--- config.mk ---
export PLATFORM = sky130hd
export DESIGN_NAME = sle_store
export DESIGN_NICKNAME = d
export VERILOG_FILES = /design/src/hw/rtl/sle_pkg.sv /design/src/hw/rtl/sle_store.sv
export SDC_FILE = /design/constraint.sdc
export NUM_CORES = 2
export LEC_CHECK = 0
export BUFFER_PORTS_ARGS = -buffer_cell sky130_fd_sc_hd__buf_2
export CAP_MARGIN = 20
export CORE_UTILIZATION = 63
export DETAILED_ROUTE_END_ITERATION = 8
export GPL_ROUTABILITY_DRIVEN = 0
export PLACE_DENSITY = 0.82
export SYNTH_ARGS = -nofsm -noshare
export SYNTH_HDL_FRONTEND = slang
export SYNTH_SLANG_ARGS = --single-unit
--- constraint.sdc ---
create_clock -name i_clk -period 4.8 [get_ports i_clk]
set_input_delay 0.24 -clock i_clk [delete_from_list [all_inputs] [get_ports i_clk]]
set_output_delay 0.24 -clock i_clk [all_outputs]
set_load 0.05 [all_outputs]
--- src/hw/rtl/sle_pkg.sv ---
// Package for the static list engine: request/result structs, codes, sizes.
// Used by sle_store and static_list_engine_core.
`default_nettype none
package sle_pkg;
    localparam int unsigned LIST_CAP_DEF = 128;
    localparam int unsigned VAL_W = 31;

    typedef enum logic [3:0] {
        M_INS_FIRST = 4'd0, M_INS_AT = 4'd1, M_INS_LAST = 4'd2,
        M_DEL_FIRST = 4'd3, M_DEL_AT = 4'd4, M_DEL_LAST = 4'd5,
        M_FIND = 4'd6, M_EXTREMES = 4'd7, M_SORT_ASC = 4'd8,
        M_SORT_DESC = 4'd9, M_CLEAR = 4'd10
    } t_mode;

    localparam logic [2:0] ST_OK       = 3'd0;
    localparam logic [2:0] ST_EMPTY    = 3'd1;
    localparam logic [2:0] ST_FULL     = 3'd2;
    localparam logic [2:0] ST_BADIDX   = 3'd3;
    localparam logic [2:0] ST_NOTFOUND = 3'd4;

    typedef struct packed {
        logic [3:0]  mode;
        logic [30:0] value;
        logic [6:0]  position;
    } t_req;

    typedef struct packed {
        logic [30:0] result_value;
        logic [30:0] min_value;
        logic [6:0]  found_position;
        logic [2:0]  status;
        logic [7:0]  length;
    } t_rsp;
endpackage
`default_nettype wire

--- src/hw/rtl/sle_store.sv ---
// Element memory for the static list engine: one write port, one read port,
// registered read data. Depends on sle_pkg.
`default_nettype none
module sle_store #(
    parameter int unsigned DEPTH = sle_pkg::LIST_CAP_DEF,
    parameter int unsigned AW    = $clog2(DEPTH)
) (
    input  wire logic                     i_clk,
    input  wire logic                     i_we,
    input  wire logic [AW-1:0]            i_waddr,
    input  wire logic [sle_pkg::VAL_W-1:0] i_wdata,
    input  wire logic [AW-1:0]            i_raddr,
    output logic      [sle_pkg::VAL_W-1:0] o_rdata
);
    import sle_pkg::*;

    logic [VAL_W-1:0] r_mem [DEPTH];

    // write port
    always_ff @(posedge i_clk) begin
        if (i_we) begin
            r_mem[i_waddr] <= i_wdata;
        end
    end

    // registered read port
    always_ff @(posedge i_clk) begin
        o_rdata <= r_mem[i_raddr];
    end
endmodule
`default_nettype wire
Word level (Yosys, flattened, before mapping)
Memory sizes are Yosys's and may differ from the RTL's. A register that Yosys moved wholly into a read port is not among the register bits. Index checks and enable logic that the tools add are counted.

Bits in registers: 0. Bits in writable memories: 3968. Bits of input ports: 47. Output and inout bits: 31. Logic and storage cells: 3. Memories: 1.

Multiplexer cells: 2.

Memories: r_mem (depth 128, width 31, rd ports 1, clocked after memory_dff 1, wr ports 1, line sle_store.sv:17) `logic [VAL_W-1:0] r_mem [DEPTH];`.

Operators by type and width (number): 1-bit 2-to-1 mux (2).

Longest topological paths before layout
Depth after elaboration: 2. Gate-level depth with buffers: 7. Depth with buffers taken out: 4.

Least setup slack after synthesis
No wires, ideal clock.

Kind: in2reg. From: in i_we. To: mem r_mem[98][0], enable pin. Library setup time: 458 ps. Arrival: 2951 ps. Required time: 4342 ps. Path slack: 1392 ps. Cell stages on the path: 3. Buffers on the path: 1. Cell sequence: clkbuf_1 nand4_1 nor3_1.

Longest elaborated chain between the ends: 2.

Ends and longest elaborated chain: from (decl) (line sle_store.sv:9) `input wire logic i_we,`; 1-bit 2-to-1 mux (line sle_store.sv:21) `if (i_we) begin`; 1-bit 2-to-1 mux (implied by the code) (line sle_store.sv:22) `r_mem[i_waddr] <= i_wdata;`; to (decl) (line sle_store.sv:17).

No other way between the ends.

Final worst setup path
From: in i_we. To: mem r_mem[15][10], enable pin.

Same word-level chain as after synthesis.

==> impl_results.md <==
- Register-to-Register Path Depth: 4
- Peak VDD IR: about 0.00047 V
- Horiz. Die Dim: approximately 490 µm
- Setup CP Type: input port to register
- Min-delay worst type: input port to register
- Via-to-Cell Ratio: between 8 and 9
- RSZ-0062 raised after global routing: no
- Failing checks: DRC
- Status: finished, violations left
- CP endpoint kind: register
- TritonCTS Sinks: 3999
- Cts bufs inserted: between 300 and 400
- Layout Cells excl Fill: 9795
- DIE AREA: around 240000 µm²
- Mapped Cells: between 5000 and 6000
- Placed cell count: around 9100
- Max FO, Critical Path: 18
- TritonCTS clock tree: done
- Clock Path Buffers: 4
- Core footprint: roughly 240000 µm²
- Via count: ~79000
- Antenna Nets Post-Route: 0
- Vias in the first global route: 77000
- P_int: 56900 µW
- Synth top area share: 78.7%
- Hold Vio Cnt, Final: 0
- CP delay by family, top: buffers and inverters
- Total Nets Final: ~6400
- Fillers: between 10000 and 15000
- Crit path top cell by count: buf_4
- Critical path startpoint: i_we
- Layout cells sized above 1: 36.0%
- FF-to-FF Start: r_mem[117][17]
- Hold path depth: 3
- Initial antenna violation count: between 60 and 70
- Library cells used by synthesis: 15
- Max_slew headroom: around a fifth
- First-pass GRT wire length: 651000 µm
- Syn_area_per_cell: about 26 µm²
- Switching portion of total power: a little under a quarter
- Drt pass-1 iters: 8
- Fin Clk Skew: 0.0572 ns
- Ys Warns: 0
- GRT Residual Overflow: 0
- Initial Util: between 60 and 70%
- CP Buf/Inv Count: 4
- Root buffer cell: clkbuf_16
- Final setup vio count: 0
- R2R setup slack: around 2.0 ns
- DR DRC count: 9
- Crit-path max cell delay: slightly below 0.9 ns
- Flops & latches, synth: approximately 4000
- Final WL: 477000 µm
- Final period util: approximately two thirds
- H-tree levels: 5
- Switch Pwr: 16700 µW
- Final Max Tran Viols: 0
- CP max-delay cell: nor2_4
- Sequential power share: around 53%
- Setup TNS: 0 ns
- Seq/Total Area, Yosys: approximately 79%
- Lkg Pwr: around 0.053 µW
- Clock period minus worst slack: ~3.3 ns
- Post-synth top area cell: edfxtp_1
- Fmax: just over 0.3 GHz
- Syn nets: roughly 6000
- Clock share of power: a little over two fifths
- Startpoint types: input port
- Drt initial violations: 16100
- Setup repair bufs after CTS: 0
- Cts repair resizes: 0
- Critical-path cell list: dlygate4sd3_1, buf_2, nand4_1, buf_4, nor2_4, buf_4
- Critical Path AT: about 4 ns
- Largest net degree at the start of global routing: 83
- Worst slew pin tran: between 1 and 1.5 ns
- Mapped Area: between 150000 and 200000 µm²
- Die height: around 490 µm
- FP Rows: 179
- Combinational share of power: under 10%
- CTS Hold Bufs: 32
- P&R area growth vs syn: 12.9%
- IO Count: approximately 80
- Crit path required time: approximately 5.4 ns
- DR WL/cell: approximately 50 µm
- Synth top area cells: edfxtp_1 79%, mux4_2 19%, clkbuf_1 0.44%, dfxtp_1 0.41%, nor2_1 0.30%
- Clk slew on worst S/H paths: around 0.06 ns
- Min-delay src: i_waddr[0]
- Skew-Pair Late Insertion Delay: roughly 1 ns
- Max-cap violation count: 0
- PwrDens: between 400 and 500 nW/µm²
- PortBufs: 77
- Post-DP HPWL: ~230000 µm
- Gr usage total: between 30% and 40%
- Worst path depth: 6
[registers in the layout (all words and copies together), names as in the netlist]
| name | flops |
|---|---|
| o_rdata | 31 |
| r_mem | 3968 |
[final timing paths]
kind / to
worst max-delay path: r_mem[15][10]
worst min-delay path: r_mem[107][19]
worst max register to register: o_rdata[17]
worst min register to register: o_rdata[15]
[Yosys cell counts]
master    instances
buf_2            91
or3_1             1
nand2b_1          2
nor2_1          122
mux2_2           31
dfxtp_1          31
nor3_1            9
nand3_1          12
mux4_2         1302
buf_1            39
edfxtp_1       3968
nor2b_1           7
nand4_1           3
clkbuf_1        176
nand2_1          14
[kinds of logic (layout without fill, tap and decap cells)]
group                  after synthesis  in the layout  share of synthesized area [%]
multiplexers                      1333           1333                           19.6
AND/OR/NAND/NOR                    170            170                          0.460
buffers and inverters              306           1100                          0.834
other                                0             26                              0
flip-flops                        3999           3999                           79.1
[per-stage QoR]
| step | instance area, µm² | setup slack, ns | hold WS (ns) | utilization [%] | total power [µW] |
|---|---|---|---|---|---|
| 2_1_floorplan | 151000 | 1.39 | 0.339 | - | 41400 |
| 3_3_place_gp | 158000 | 1.02 | 0.747 | 66.5 | 43100 |
| 3_5_place_dp | 158000 | 1.05 | 0.739 | 66.5 | 43200 |
| 4_1_cts | 171000 | 1.81 | 0.00770 | 71.7 | 73300 |
| 5_1_grt | 171000 | 1.78 | 0.0445 | 71.7 | 74600 |
| 6_report | 171000 | 1.54 | 0.0539 | 71.7 | 73600 |
[cell usage in the layout, fill, tap and decap left out, types with 32 or more instances in the layout]
master | netlist | final
clkinv_1 | 0 | 84
dlygate4sd3_1 | 0 | 32
nor2_4 | 0 | 119
buf_4 | 0 | 294
clkbuf_1 | 176 | 73
mux4_2 | 1302 | 1302
edfxtp_1 | 3968 | 3968
buf_2 | 91 | 40
buf_12 | 0 | 47
clkbuf_16 | 0 | 391
clkinv_2 | 0 | 74
bufinv_16 | 0 | 35
[power groups by stage]
stage	Sequential, µW	Combinational (µW)	Clock, µW
after global routing	38700	4150	31800
after floorplan	39500	1860	0
after global placement	39400	3660	0
after CTS	38700	4010	30600
after detailed placement	39400	3800	0
final	38700	4160	30700
[area by class of cell]
| type | instances | area [µm²] | area share [%] |
|---|---|---|---|
| multi-input cells | 1503 | 31300 | 18.3 |
| repair buffers | 416 | 3710 | 2.17 |
| well taps | 3167 | 3960 | 2.32 |
| diodes | 26 | 65.1 | 0.0381 |
| clock inverters | 217 | 1950 | 1.14 |
| clock buffers | 467 | 10100 | 5.91 |
| flip-flops and latches | 3999 | 120000 | 70.1 |
[metal layers]
metal  share of wire [%]  vias to the layer above  GRT usage [%]
met2                  47                     9666           61.1
met3                  15                     2031           12.3
li1                    -                    26600              -
met5               0.067                        -              0
met4                 7.5                       44           23.4
met1                  30                    40500           51.6
[worst min-delay path, cell delays in order]
cell and delay [ns]:
buf_2 0.27, nand3_2 0.30, nor2_4 0.07
No activity file was read; power rests on OpenSTA's default activity.
